### config.mk
export PLATFORM = sky130hd
export DESIGN_NAME = multilevel_feedback_scheduler_top
export DESIGN_NICKNAME = d
export VERILOG_FILES = /design/src/hw/rtl/mfs_pkg.sv /design/src/hw/rtl/mfs_slot_table.sv /design/src/hw/rtl/mfs_link_ram.sv /design/src/hw/rtl/multilevel_feedback_scheduler_top.sv
export VERILOG_INCLUDE_DIRS = /design/src /design/src/hw/rtl
export SDC_FILE = /design/constraint.sdc
export NUM_CORES = 2
export LEC_CHECK = 0
export ABC_CLOCK_PERIOD_IN_PS = 5650
export CAP_MARGIN = 20
export CELL_PAD_IN_SITES_DETAIL_PLACEMENT = 1
export CELL_PAD_IN_SITES_GLOBAL_PLACEMENT = 1
export CORE_ASPECT_RATIO = 1.75
export CORE_UTILIZATION = 28
export CTS_BUF_LIST = sky130_fd_sc_hd__clkbuf_8
export DETAILED_ROUTE_END_ITERATION = 10
export DONT_BUFFER_PORTS = 1
export PLACE_DENSITY_LB_ADDON = 0.1
export SETUP_SLACK_MARGIN = 0.05
export SYNTH_ARGS = -nofsm -noshare
export SYNTH_HDL_FRONTEND = slang
export SYNTH_SLANG_ARGS = --single-unit
### constraint.sdc
create_clock -name aclk -period 5.65 [get_ports aclk]
set_input_delay 0.565 -clock aclk [delete_from_list [all_inputs] [get_ports aclk]]
set_output_delay 0.565 -clock aclk [all_outputs]
set_load 0.05 [all_outputs]
### src/hw/rtl/multilevel_feedback_scheduler_top_defines.svh
// assertion macros for the multilevel feedback scheduler
// used by multilevel_feedback_scheduler_top, expects aclk and aresetn in scope
`ifndef MULTILEVEL_FEEDBACK_SCHEDULER_TOP_DEFINES_SVH
`define MULTILEVEL_FEEDBACK_SCHEDULER_TOP_DEFINES_SVH

// consequence checked in the same cycle
`define MFS_ASSERT_SAME(lbl, ante, cons, msg) \
    lbl: assert property (@(posedge aclk) disable iff (!aresetn) (ante) |-> (cons)) \
        else $error(msg);

// consequence checked in the next cycle
`define MFS_ASSERT_NEXT(lbl, ante, cons, msg) \
    lbl: assert property (@(posedge aclk) disable iff (!aresetn) (ante) |=> (cons)) \
        else $error(msg);

`endif

### src/hw/rtl/mfs_pkg.sv
// shared types and constants of the multilevel feedback scheduler
// no dependencies
package mfs_pkg;

    localparam int TASK_SLOTS_DEF = 64;
    localparam int LEVELS_DEF     = 8;

    localparam int ID_W      = 6;
    localparam int OP_W      = 3;
    localparam int LVL_W     = 3;
    localparam int QNT_W     = 8;
    localparam int QLIM_W    = 7;
    localparam int RC_W      = 3;
    localparam int SLV_W     = 4;
    localparam int CFG_IDX_W = 2;
    localparam int CFG_W     = 7;

    localparam logic [SLV_W-1:0]  LVL_BLOCKED       = '0;
    localparam logic [SLV_W-1:0]  LVL_FLOOR         = '0;
    localparam logic [QLIM_W-1:0] QUANTUM_LIMIT_RST = 7'd8;
    localparam logic [ID_W-1:0]   IDLE_SLOT_RST     = 6'd0;
    localparam logic [ID_W-1:0]   SHELL_SLOT_RST    = 6'd1;

    typedef enum logic [OP_W-1:0] {
        OP_TICK, OP_ADD, OP_BLOCK, OP_UNBLOCK, OP_TOGGLE, OP_SET_PRIO, OP_KILL, OP_YIELD
    } opcode_t;

    typedef enum logic [1:0] {
        SL_EMPTY, SL_READY, SL_RUNNING, SL_BLOCKED
    } slot_state_t;

    typedef enum logic [RC_W-1:0] {
        RC_OK, RC_NOT_FOUND, RC_INVALID_TASK, RC_SAME_PRIORITY, RC_INVALID_PRIORITY,
        RC_SAME_STATUS
    } rc_t;

    typedef enum logic [CFG_IDX_W-1:0] {
        CFG_QUANTUM_LIMIT, CFG_IDLE_SLOT, CFG_SHELL_SLOT
    } cfg_idx_t;

    typedef struct packed {
        slot_state_t       status;
        logic [SLV_W-1:0]  level;
        logic [QNT_W-1:0]  quantum;
    } slot_t;

endpackage

### src/hw/rtl/mfs_slot_table.sv
// slot table memory: status, level and quantum per task slot
// depends on mfs_pkg; entries never written read as empty
module mfs_slot_table #(
    parameter int SLOTS = mfs_pkg::TASK_SLOTS_DEF,
    localparam int SW = $clog2(SLOTS)
) (
    input  logic            aclk,
    input  logic            aresetn,
    input  logic [SW-1:0]   rd_addr,
    output mfs_pkg::slot_t  rd_data,
    input  logic            wr_en,
    input  logic [SW-1:0]   wr_addr,
    input  mfs_pkg::slot_t  wr_data
);
    import mfs_pkg::*;

    slot_t            mem [SLOTS];
    logic [SLOTS-1:0] vld_reg;
    slot_t            rd_data_reg;
    logic             rd_vld_reg;

    always_ff @(posedge aclk) begin
        if (wr_en) begin
            mem[wr_addr] <= wr_data;
        end
        rd_data_reg <= mem[rd_addr];
    end

    always_ff @(posedge aclk) begin
        if (!aresetn) begin
            vld_reg    <= '0;
            rd_vld_reg <= 1'b0;
        end else begin
            if (wr_en) begin
                vld_reg[wr_addr] <= 1'b1;
            end
            rd_vld_reg <= vld_reg[rd_addr];
        end
    end

    assign rd_data = rd_vld_reg ? rd_data_reg : '0;

endmodule

### src/hw/rtl/mfs_link_ram.sv
// queue link memory: next slot of each queued slot
// depends on mfs_pkg for the default depth
module mfs_link_ram #(
    parameter int SLOTS = mfs_pkg::TASK_SLOTS_DEF,
    localparam int SW = $clog2(SLOTS)
) (
    input  logic          aclk,
    input  logic [SW-1:0] rd_addr,
    output logic [SW-1:0] rd_data,
    input  logic          wr_en,
    input  logic [SW-1:0] wr_addr,
    input  logic [SW-1:0] wr_data
);
    logic [SW-1:0] mem [SLOTS];

    always_ff @(posedge aclk) begin
        if (wr_en) begin
            mem[wr_addr] <= wr_data;
        end
        rd_data <= mem[rd_addr];
    end

endmodule

### src/hw/rtl/multilevel_feedback_scheduler_top.sv
// channel | direction | handshake          | payload
// s_      | in        | s_valid / s_ready  | opcode, task_id, level, initial_quantum
// m_      | out       | m_valid / m_ready  | running_task, switched, status_code, result_level
// cfg_    | in        | cfg_we             | cfg_index, cfg_wdata
// one command at a time: decode, write and finish for a plain command, result loaded in the finish state
// a reschedule adds a read of the outgoing task, its requeue and a pop of the next task
// a removal from a queue checks the head, then walks the links, up to the queue length
// synchronous reset clears slot valid bits and queues; no clearing pass
// a held result stalls the next completion, not the next transfer in
// top level: sequencer, queue heads and tails, configuration, result register
// depends on mfs_pkg, mfs_slot_table, mfs_link_ram and the defines header
`include "multilevel_feedback_scheduler_top_defines.svh"

module multilevel_feedback_scheduler_top #(
    parameter int TASK_SLOTS = mfs_pkg::TASK_SLOTS_DEF,
    parameter int LEVELS     = mfs_pkg::LEVELS_DEF
) (
    input  logic                          aclk,
    input  logic                          aresetn,
    input  logic                          cfg_we,
    input  logic [mfs_pkg::CFG_IDX_W-1:0] cfg_index,
    input  logic [mfs_pkg::CFG_W-1:0]     cfg_wdata,
    input  logic                          s_valid,
    output logic                          s_ready,
    input  logic [mfs_pkg::OP_W-1:0]      s_opcode,
    input  logic [mfs_pkg::ID_W-1:0]      s_task_id,
    input  logic [mfs_pkg::LVL_W-1:0]     s_level,
    input  logic [mfs_pkg::QNT_W-1:0]     s_initial_quantum,
    output logic                          m_valid,
    input  logic                          m_ready,
    output logic [mfs_pkg::ID_W-1:0]      m_running_task,
    output logic                          m_switched,
    output logic [mfs_pkg::RC_W-1:0]      m_status_code,
    output logic [mfs_pkg::LVL_W-1:0]     m_result_level
);
    import mfs_pkg::*;

    localparam int SW = $clog2(TASK_SLOTS);
    localparam int LW = $clog2(LEVELS);
    localparam logic [SLV_W-1:0] LVL_TOP = SLV_W'(LEVELS - 1);

    typedef enum logic [3:0] {
        ST_IDLE, ST_DEC, ST_REM, ST_REM_HN, ST_WALK, ST_SPLICE, ST_WR,
        ST_RS_RD, ST_RS_DEC, ST_POP, ST_RUN, ST_FIN
    } state_t;

    state_t state_reg, state_next;

    logic [QLIM_W-1:0] qlim_reg, qlim_next;
    logic [ID_W-1:0]   idle_slot_reg, idle_slot_next;
    logic [ID_W-1:0]   shell_slot_reg, shell_slot_next;

    logic [ID_W-1:0]   cur_reg, cur_next;
    logic [QNT_W-1:0]  ticks_reg, ticks_next;
    logic [ID_W-1:0]   before_reg, before_next;
    opcode_t           op_reg, op_next;
    logic [ID_W-1:0]   t_reg, t_next;
    logic [LVL_W-1:0]  lvl_reg, lvl_next;
    logic [QNT_W-1:0]  iq_reg, iq_next;
    rc_t               rc_reg, rc_next;
    logic [LVL_W-1:0]  rl_reg, rl_next;

    logic [SW-1:0]     tgt_reg, tgt_next;
    logic              rm_en_reg, rm_en_next;
    logic [LW-1:0]     rm_lv_reg, rm_lv_next;
    logic              wr_en_reg, wr_en_next;
    slot_t             wr_data_reg, wr_data_next;
    logic              push_en_reg, push_en_next;
    logic [LW-1:0]     push_lv_reg, push_lv_next;
    logic              rs_en_reg, rs_en_next;
    logic              pop_en_reg, pop_en_next;
    logic [SW-1:0]     p_reg, p_next;
    logic [LW-1:0]     pop_lv_reg, pop_lv_next;
    logic              pop_last_reg, pop_last_next;

    logic [LEVELS-1:0] qvalid_reg, qvalid_next;
    logic [SW-1:0]     qhead_reg [LEVELS];
    logic [SW-1:0]     qhead_next [LEVELS];
    logic [SW-1:0]     qtail_reg [LEVELS];
    logic [SW-1:0]     qtail_next [LEVELS];

    logic              m_valid_reg, m_valid_next;
    logic [ID_W-1:0]   m_task_reg, m_task_next;
    logic              m_sw_reg, m_sw_next;
    rc_t               m_rc_reg, m_rc_next;
    logic [LVL_W-1:0]  m_rl_reg, m_rl_next;

    logic [SW-1:0]     slot_rd_addr;
    slot_t             slot_rd_data;
    logic              slot_wr_en;
    logic [SW-1:0]     slot_wr_addr;
    slot_t             slot_wr_data;
    logic [SW-1:0]     link_rd_addr;
    logic [SW-1:0]     link_rd_data;
    logic              link_wr_en;
    logic [SW-1:0]     link_wr_addr;
    logic [SW-1:0]     link_wr_data;

    logic              any_valid;
    logic [LW-1:0]     hi_lv;
    logic              in_range;
    logic              live;
    logic              lvl_ok;
    logic              cur_in_range;
    logic [SLV_W-1:0]  dem_lv;
    logic [QNT_W-1:0]  dbl_q;

    mfs_slot_table #(.SLOTS(TASK_SLOTS)) u_slot_table (
        .aclk    (aclk),
        .aresetn (aresetn),
        .rd_addr (slot_rd_addr),
        .rd_data (slot_rd_data),
        .wr_en   (slot_wr_en),
        .wr_addr (slot_wr_addr),
        .wr_data (slot_wr_data)
    );

    mfs_link_ram #(.SLOTS(TASK_SLOTS)) u_link_ram (
        .aclk    (aclk),
        .rd_addr (link_rd_addr),
        .rd_data (link_rd_data),
        .wr_en   (link_wr_en),
        .wr_addr (link_wr_addr),
        .wr_data (link_wr_data)
    );

    // highest non-empty level
    always_comb begin
        any_valid = 1'b0;
        hi_lv     = '0;
        for (int i = 0; i < LEVELS; i++) begin
            if (qvalid_reg[i]) begin
                any_valid = 1'b1;
                hi_lv     = LW'(i);
            end
        end
    end

    assign in_range     = 32'(t_reg) < TASK_SLOTS;
    assign live         = in_range && (slot_rd_data.status != SL_EMPTY);
    assign lvl_ok       = 32'(lvl_reg) < LEVELS;
    assign cur_in_range = 32'(cur_reg) < TASK_SLOTS;
    assign dem_lv       = (slot_rd_data.level > LVL_FLOOR) ?
                          slot_rd_data.level - SLV_W'(1) : slot_rd_data.level;
    assign dbl_q        = (slot_rd_data.quantum <= {1'b0, qlim_reg}) ?
                          {slot_rd_data.quantum[QNT_W-2:0], 1'b0} : slot_rd_data.quantum;

    assign s_ready        = (state_reg == ST_IDLE);
    assign m_valid        = m_valid_reg;
    assign m_running_task = m_task_reg;
    assign m_switched     = m_sw_reg;
    assign m_status_code  = m_rc_reg;
    assign m_result_level = m_rl_reg;

    always_comb begin
        state_next      = state_reg;
        qlim_next       = qlim_reg;
        idle_slot_next  = idle_slot_reg;
        shell_slot_next = shell_slot_reg;
        cur_next        = cur_reg;
        ticks_next      = ticks_reg;
        before_next     = before_reg;
        op_next         = op_reg;
        t_next          = t_reg;
        lvl_next        = lvl_reg;
        iq_next         = iq_reg;
        rc_next         = rc_reg;
        rl_next         = rl_reg;
        tgt_next        = tgt_reg;
        rm_en_next      = rm_en_reg;
        rm_lv_next      = rm_lv_reg;
        wr_en_next      = wr_en_reg;
        wr_data_next    = wr_data_reg;
        push_en_next    = push_en_reg;
        push_lv_next    = push_lv_reg;
        rs_en_next      = rs_en_reg;
        pop_en_next     = pop_en_reg;
        p_next          = p_reg;
        pop_lv_next     = pop_lv_reg;
        pop_last_next   = pop_last_reg;
        qvalid_next     = qvalid_reg;
        qhead_next      = qhead_reg;
        qtail_next      = qtail_reg;
        m_task_next     = m_task_reg;
        m_sw_next       = m_sw_reg;
        m_rc_next       = m_rc_reg;
        m_rl_next       = m_rl_reg;
        m_valid_next    = m_valid_reg && !m_ready;

        slot_rd_addr = '0;
        slot_wr_en   = 1'b0;
        slot_wr_addr = tgt_reg;
        slot_wr_data = wr_data_reg;
        link_rd_addr = '0;
        link_wr_en   = 1'b0;
        link_wr_addr = p_reg;
        link_wr_data = link_rd_data;

        if (cfg_we) begin
            unique case (cfg_idx_t'(cfg_index))
                CFG_QUANTUM_LIMIT: qlim_next = cfg_wdata;
                CFG_IDLE_SLOT:     idle_slot_next = cfg_wdata[ID_W-1:0];
                CFG_SHELL_SLOT:    shell_slot_next = cfg_wdata[ID_W-1:0];
                default: ;
            endcase
        end

        unique case (state_reg)
            ST_IDLE: begin
                slot_rd_addr = SW'(s_task_id);
                if (s_valid) begin
                    op_next     = opcode_t'(s_opcode);
                    t_next      = s_task_id;
                    lvl_next    = s_level;
                    iq_next     = s_initial_quantum;
                    before_next = cur_reg;
                    state_next  = ST_DEC;
                end
            end
            ST_DEC: begin
                rc_next      = RC_OK;
                rl_next      = '0;
                rm_en_next   = 1'b0;
                wr_en_next   = 1'b0;
                push_en_next = 1'b0;
                rs_en_next   = 1'b0;
                pop_en_next  = 1'b0;
                tgt_next     = SW'(t_reg);
                rm_lv_next   = LW'(slot_rd_data.level);
                push_lv_next = LW'(lvl_reg);
                wr_data_next = slot_rd_data;
                unique case (op_reg) inside
                    OP_TICK: begin
                        if (ticks_reg != '0) begin
                            ticks_next = ticks_reg - QNT_W'(1);
                        end else begin
                            rs_en_next = 1'b1;
                        end
                    end
                    OP_ADD: begin
                        if (!in_range || slot_rd_data.status != SL_EMPTY) begin
                            rc_next = RC_INVALID_TASK;
                        end else if (!lvl_ok) begin
                            rc_next = RC_INVALID_PRIORITY;
                        end else begin
                            wr_en_next   = 1'b1;
                            wr_data_next = '{SL_READY, SLV_W'(lvl_reg), iq_reg};
                            push_en_next = 1'b1;
                        end
                    end
                    OP_BLOCK, OP_UNBLOCK, OP_TOGGLE: begin
                        if (!live) begin
                            rc_next = RC_NOT_FOUND;
                        end else if (op_reg == OP_UNBLOCK ||
                                     (op_reg == OP_TOGGLE &&
                                      slot_rd_data.status == SL_BLOCKED)) begin
                            if (slot_rd_data.status != SL_BLOCKED) begin
                                rc_next = RC_SAME_STATUS;
                            end else begin
                                wr_en_next   = 1'b1;
                                wr_data_next = '{SL_READY, LVL_TOP, QNT_W'(1)};
                                push_en_next = 1'b1;
                                push_lv_next = LW'(LVL_TOP);
                                ticks_next   = '0;
                            end
                        end else if (t_reg == idle_slot_reg) begin
                            rc_next = RC_INVALID_TASK;
                        end else if (slot_rd_data.status == SL_BLOCKED) begin
                            rc_next = RC_SAME_STATUS;
                        end else begin
                            rm_en_next   = (slot_rd_data.status == SL_READY);
                            wr_en_next   = 1'b1;
                            wr_data_next = '{SL_BLOCKED, LVL_BLOCKED,
                                             slot_rd_data.quantum};
                            rs_en_next   = (op_reg == OP_TOGGLE) && (t_reg == cur_reg);
                        end
                    end
                    OP_SET_PRIO: begin
                        if (!live) begin
                            rc_next = RC_NOT_FOUND;
                        end else if (t_reg == idle_slot_reg) begin
                            rc_next = RC_INVALID_TASK;
                        end else if (SLV_W'(lvl_reg) == slot_rd_data.level &&
                                     slot_rd_data.status != SL_RUNNING) begin
                            rc_next = RC_SAME_PRIORITY;
                        end else if (!lvl_ok) begin
                            rc_next = RC_INVALID_PRIORITY;
                        end else begin
                            rm_en_next         = (slot_rd_data.status == SL_READY);
                            push_en_next       = (slot_rd_data.status == SL_READY);
                            wr_en_next         = 1'b1;
                            wr_data_next.level = SLV_W'(lvl_reg);
                            rl_next            = lvl_reg;
                        end
                    end
                    OP_KILL: begin
                        if (!live) begin
                            rc_next = RC_NOT_FOUND;
                        end else if (t_reg == idle_slot_reg || t_reg == shell_slot_reg) begin
                            rc_next = RC_INVALID_TASK;
                        end else begin
                            rm_en_next   = (slot_rd_data.status == SL_READY);
                            wr_en_next   = 1'b1;
                            wr_data_next = '0;
                            rs_en_next   = (t_reg == cur_reg);
                        end
                    end
                    OP_YIELD: begin
                        ticks_next = '0;
                        rs_en_next = 1'b1;
                    end
                    default: ;
                endcase
                state_next = rm_en_next ? ST_REM : ST_WR;
            end
            ST_REM: begin
                link_rd_addr = qhead_reg[rm_lv_reg];
                if (!qvalid_reg[rm_lv_reg]) begin
                    state_next = ST_WR;
                end else if (qhead_reg[rm_lv_reg] == tgt_reg) begin
                    if (qhead_reg[rm_lv_reg] == qtail_reg[rm_lv_reg]) begin
                        qvalid_next[rm_lv_reg] = 1'b0;
                        state_next             = ST_WR;
                    end else begin
                        state_next = ST_REM_HN;
                    end
                end else if (qhead_reg[rm_lv_reg] == qtail_reg[rm_lv_reg]) begin
                    state_next = ST_WR;
                end else begin
                    p_next     = qhead_reg[rm_lv_reg];
                    state_next = ST_WALK;
                end
            end
            ST_REM_HN: begin
                qhead_next[rm_lv_reg] = link_rd_data;
                state_next            = ST_WR;
            end
            ST_WALK: begin
                link_rd_addr = link_rd_data;
                if (link_rd_data == tgt_reg) begin
                    state_next = ST_SPLICE;
                end else if (link_rd_data == qtail_reg[rm_lv_reg]) begin
                    state_next = ST_WR;
                end else begin
                    p_next = link_rd_data;
                end
            end
            ST_SPLICE: begin
                // predecessor skips the removed slot
                link_wr_en = 1'b1;
                if (qtail_reg[rm_lv_reg] == tgt_reg) begin
                    qtail_next[rm_lv_reg] = p_reg;
                end
                state_next = ST_WR;
            end
            ST_WR: begin
                slot_wr_en = wr_en_reg;
                if (push_en_reg) begin
                    if (!qvalid_reg[push_lv_reg]) begin
                        qvalid_next[push_lv_reg] = 1'b1;
                        qhead_next[push_lv_reg]  = tgt_reg;
                    end else begin
                        link_wr_en   = 1'b1;
                        link_wr_addr = qtail_reg[push_lv_reg];
                        link_wr_data = tgt_reg;
                    end
                    qtail_next[push_lv_reg] = tgt_reg;
                end
                if (rs_en_reg) begin
                    state_next = ST_RS_RD;
                end else if (pop_en_reg) begin
                    state_next = ST_POP;
                end else begin
                    state_next = ST_FIN;
                end
            end
            ST_RS_RD: begin
                slot_rd_addr = SW'(cur_reg);
                rs_en_next   = 1'b0;
                pop_en_next  = 1'b1;
                state_next   = cur_in_range ? ST_RS_DEC : ST_POP;
            end
            ST_RS_DEC: begin
                if (slot_rd_data.status == SL_RUNNING || slot_rd_data.status == SL_READY) begin
                    // demote down to the floor, double the quantum while within the limit, requeue the outgoing task
                    tgt_next     = SW'(cur_reg);
                    rm_en_next   = (slot_rd_data.status == SL_READY);
                    rm_lv_next   = LW'(slot_rd_data.level);
                    wr_en_next   = 1'b1;
                    wr_data_next = '{SL_READY, dem_lv, dbl_q};
                    push_en_next = 1'b1;
                    push_lv_next = LW'(dem_lv);
                    state_next   = (slot_rd_data.status == SL_READY) ? ST_REM : ST_WR;
                end else begin
                    state_next = ST_POP;
                end
            end
            ST_POP: begin
                slot_rd_addr = qhead_reg[hi_lv];
                link_rd_addr = qhead_reg[hi_lv];
                pop_en_next  = 1'b0;
                if (!any_valid) begin
                    cur_next   = idle_slot_reg;
                    ticks_next = '0;
                    state_next = ST_FIN;
                end else begin
                    p_next        = qhead_reg[hi_lv];
                    pop_lv_next   = hi_lv;
                    pop_last_next = (qhead_reg[hi_lv] == qtail_reg[hi_lv]);
                    if (qhead_reg[hi_lv] == qtail_reg[hi_lv]) begin
                        qvalid_next[hi_lv] = 1'b0;
                    end
                    state_next = ST_RUN;
                end
            end
            ST_RUN: begin
                if (!pop_last_reg) begin
                    qhead_next[pop_lv_reg] = link_rd_data;
                end
                slot_wr_en   = 1'b1;
                slot_wr_addr = p_reg;
                slot_wr_data = '{SL_RUNNING, slot_rd_data.level, slot_rd_data.quantum};
                ticks_next   = slot_rd_data.quantum;
                cur_next     = ID_W'(p_reg);
                state_next   = ST_FIN;
            end
            ST_FIN: begin
                if (!m_valid_reg || m_ready) begin
                    m_valid_next = 1'b1;
                    m_task_next  = cur_reg;
                    m_sw_next    = (cur_reg != before_reg);
                    m_rc_next    = rc_reg;
                    m_rl_next    = rl_reg;
                    state_next   = ST_IDLE;
                end
            end
            default: state_next = ST_IDLE;
        endcase
    end

    always_ff @(posedge aclk) begin
        if (!aresetn) begin
            state_reg      <= ST_IDLE;
            qlim_reg       <= QUANTUM_LIMIT_RST;
            idle_slot_reg  <= IDLE_SLOT_RST;
            shell_slot_reg <= SHELL_SLOT_RST;
            cur_reg        <= '0;
            ticks_reg      <= '0;
            rs_en_reg      <= 1'b0;
            pop_en_reg     <= 1'b0;
            qvalid_reg     <= '0;
            m_valid_reg    <= 1'b0;
        end else begin
            state_reg      <= state_next;
            qlim_reg       <= qlim_next;
            idle_slot_reg  <= idle_slot_next;
            shell_slot_reg <= shell_slot_next;
            cur_reg        <= cur_next;
            ticks_reg      <= ticks_next;
            rs_en_reg      <= rs_en_next;
            pop_en_reg     <= pop_en_next;
            qvalid_reg     <= qvalid_next;
            m_valid_reg    <= m_valid_next;
        end
        before_reg    <= before_next;
        op_reg        <= op_next;
        t_reg         <= t_next;
        lvl_reg       <= lvl_next;
        iq_reg        <= iq_next;
        rc_reg        <= rc_next;
        rl_reg        <= rl_next;
        tgt_reg       <= tgt_next;
        rm_en_reg     <= rm_en_next;
        rm_lv_reg     <= rm_lv_next;
        wr_en_reg     <= wr_en_next;
        wr_data_reg   <= wr_data_next;
        push_en_reg   <= push_en_next;
        push_lv_reg   <= push_lv_next;
        p_reg         <= p_next;
        pop_lv_reg    <= pop_lv_next;
        pop_last_reg  <= pop_last_next;
        qhead_reg     <= qhead_next;
        qtail_reg     <= qtail_next;
        m_task_reg    <= m_task_next;
        m_sw_reg      <= m_sw_next;
        m_rc_reg      <= m_rc_next;
        m_rl_reg      <= m_rl_next;
    end

    `MFS_ASSERT_NEXT(a_transfer_decoded, s_valid && s_ready, state_reg == ST_DEC, "transfer in not decoded")
    `MFS_ASSERT_NEXT(a_idle_fallback, state_reg == ST_POP && qvalid_reg == '0, cur_reg == $past(idle_slot_reg) && ticks_reg == '0, "empty queues did not select idle slot")
    `MFS_ASSERT_NEXT(a_result_held, state_reg == ST_FIN && m_valid_reg && !m_ready, state_reg == ST_FIN && m_valid_reg, "pending result overwritten")

endmodule

==> results.json <==
{
  "status": "complete, no violations",
  "port_buffers": 0,
  "syn_area_um2": 69800,
  "ant_nets": 0,
  "swShare_pct": 39.1,
  "ctsResizeCount": 0,
  "synth-seq-cells": 1592,
  "numClockSinks": 1592,
  "synthMostInstantiatedCell": "edfxtp_1",
  "initial_core_util_pct": 28.1,
  "crit_top_cell": "buf_4",
  "pin_count": 49,
  "area_delta_synth_final_pct": 15.3,
  "final_nets": 5736,
  "fp.dieArea_um2": 251000,
  "arrival_ps": 6220,
  "root_buffer": "clkbuf_8",
  "post-dp-hpwl_um": 175000,
  "drt_iter0_markers": 2875,
  "utilization_pct": 32.5,
  "fin_skew_ps": 57.9,
  "clockBufferDepth": 4,
  "drive_gt1_share_pct": 12.9,
  "synth_common_cells": "edfxtp_1 (1459), nand2_1 (773), mux2i_1 (408)",
  "cp.required_ps": 6510,
  "worst_slack_ps": 287,
  "combinationalPowerShare_pct": 35.3,
  "crit_family": "simple AND/OR/NAND/NOR gates",
  "worst_pin_slew_ps": 1190,
  "die_x_um": 379,
  "cp_slowest_cell": "nor4_4",
  "fmax_mhz": 186,
  "dpl_worst_slack_ps": 224,
  "vias_per_cell": 5.22,
  "synth_nets": 5529,
  "wl_met3_um": 8270,
  "drc": 0,
  "wl_um": 268000,
  "crit_type": "flop to flop",
  "async_flop_share_pct": 0,
  "timing.hold.ws_ps": 88.2,
  "min_period_ps": 5360,
  "clockPowerShare_pct": 26.0,
  "path_cells": "nor4_4, clkinv_1, nor3_4, a31oi_1, or4b_2, nand2_1, buf_4, nor2_4, buf_4, a22oi_1, nand3_1, o211a_1",
  "largest_reg_flops": 896,
  "rsz0062_at_grt": "false",
  "yosysSeqAreaShare_pct": 66.6,
  "synth_top_area_share_pct": 62.8,
  "power_density_nw_per_um2": 475,
  "synth_area_leaders": "edfxtp_1 (63%), mux2i_1 (5.9%), nand2_1 (4.2%), dfxtp_1 (3.8%), a211oi_1 (2.5%)",
  "yosysWarnings": 0,
  "wl_met1_um": 110000,
  "r2r_end": "u_slot_table.rd_data_reg[10]",
  "antenna_found_initial": 3,
  "r2r_slack_ps": 290,
  "endpoint_kind": "flop",
  "p_total_mw": 38.3,
  "syn_inst": 5481,
  "path_max_fanout": 29,
  "min_path_type": "primary input to flop",
  "cts_tree": "done",
  "synth.avg_cell_area_um2": 12.7,
  "hold_start": "s_valid",
  "highest_layer": "met4",
  "r2r_start": "qvalid_reg[7]",
  "overflow": 0,
  "switchingPower_mw": 15.0,
  "slew_headroom_pct": 20.3,
  "peakVddDrop_uv": 257,
  "p_int_mw": 23.3,
  "wire_per_inst_um": 29.1,
  "setup_viol": 0,
  "hold_end": "state_reg[0]",
  "hold_violations": 0,
  "coreArea_um2": 248000,
  "die_h_um": 662,
  "slowest_delay_ps": 680,
  "seq_power_share_pct": 38.6,
  "grt_use_total_pct": 20.9,
  "grt_max_degree": 102,
  "crit_buf_inv": 3,
  "vias": 47905,
  "ys.flop_type": "edfxtp_1",
  "synth_cell_types": 85,
  "clkTransAtPathRegs_ps": 70,
  "cts-buffers-inserted": 269,
  "fin_crit_sh_pct": 94.9,
  "cap_violations": 0,
  "whs_path_depth": 3,
  "synth_top_area_cell": "edfxtp_1",
  "r2r_cells": 12,
  "worstSetupStartpointType": "flop",
  "leakagePower_nw": 27.4,
  "met2_wirelength_um": 140000,
  "htree_levels": 5,
  "drt-pass1-iter-count": 6,
  "setup_tns_ps": 0,
  "globalplace.congestion": 0.898,
  "clk_latency_ps": 950,
  "grt_pass1_wl_um": 380000,
  "slew_viol_final": 0,
  "synth-edff-count": 1459,
  "grt_pass1_vias": 50480,
  "fp-row-count": 242
}
## metrics by stage
stage               instances  area, µm²
finish                   9186      80500
detailed placement       8674      75200
floorplan                5481      69800
global route             9185      80500
global placement         8669      75100
CTS                      9179      80400
## worst reg2reg max path, cell delays in order (launching register included)
cell and delay [ps]:
dfxtp_1 450, nor4_4 690, clkinv_1 620, nor3_4 530, a31oi_1 190, or4b_2 470, nand2_1 100, buf_4 210
nor2_4 580, buf_4 550, a22oi_1 220, nand3_1 430, o211a_1 230
## logic make-up (layout without fill, tap and decap cells)
group / after synthesis / in the layout / share of synthesized area (%)
flip-flops: 1592 / 1592 / 66.6
XOR/XNOR: 61 / 61 / 0.766
multiplexers: 445 / 445 / 6.63
AND/OR/NAND/NOR: 1746 / 1747 / 11.3
buffers and inverters: 455 / 861 / 2.73
adder cells (fa/ha/maj): 14 / 14 / 0.251
other: 0 / 4 / 0
AO/OA/AOI/OAI: 1168 / 1168 / 11.7
## cells in the final DEF (no fill, tap or decap), types with 36 or more instances in the layout
| cell type | synthesis | final |
|---|---|---|
| xor2_1 | 36 | 36 |
| o21ai_0 | 139 | 133 |
| a31oi_1 | 217 | 215 |
| nand3_1 | 189 | 188 |
| mux2i_1 | 408 | 408 |
| buf_4 | 10 | 274 |
| edfxtp_1 | 1459 | 1459 |
| clkinv_1 | 3 | 39 |
| clkbuf_8 | 0 | 294 |
| a211oi_1 | 230 | 230 |
| dfxtp_1 | 133 | 133 |
| and3_1 | 228 | 227 |
| nand2_1 | 773 | 770 |
| a22oi_1 | 132 | 132 |
| o22a_1 | 51 | 51 |
| a21oi_1 | 126 | 125 |
| inv_1 | 39 | 134 |
| nor2_1 | 377 | 363 |
| a32o_1 | 53 | 53 |
## power groups by stage
| stage | Combinational [mW] | Clock (mW) | Sequential [mW] |
|---|---|---|---|
| after floorplan | 7.49 | 0 | 14.8 |
| after global placement | 13.6 | 0 | 15.0 |
| after detailed placement | 13.7 | 0 | 15.0 |
| after CTS | 13.8 | 10.3 | 14.8 |
| after global routing | 14.5 | 10.7 | 14.8 |
| final | 13.5 | 9.96 | 14.8 |
## routing by layer
layer	up-vias	track usage (%)
met2	932	38.1
met1	25159	25.0
met5	-	0
li1	21421	-
met4	0	7.23
met3	393	2.43
## how the worst max path moves through the flow
stage / startpoint / to / depth (start not counted)
after floorplan: state_reg[3] / u_slot_table.mem[0][10] / 9
after global placement: qvalid_reg[7] / u_slot_table.rd_data_reg[10] / 12
after detailed placement: qvalid_reg[7] / u_slot_table.rd_data_reg[10] / 12
after CTS: qvalid_reg[7] / u_slot_table.rd_data_reg[10] / 12
after global routing: qvalid_reg[7] / u_slot_table.rd_data_reg[10] / 12
final: qvalid_reg[7] / u_slot_table.rd_data_reg[10] / 12
## layout make-up
cell class                 count  area [µm²]
inverter                      45         171
clock inverter               177         865
fill                       26388      167000
antenna                        4        10.0
timing repair buffer         345        3120
clock buffer                 294        4050
sequential                  1592       46500
multi-input combinational   3435       21700
tap                         3294        4120
## what timing repair did
item / 4_1_cts / 5_1_grt
hold buffers: 34 / 0
endpoints found under the hold margin: 52 / 0
setup buffers: 0 / 0
endpoints found under the setup margin: 0 / 1
(Power assumes the default switching activity.)
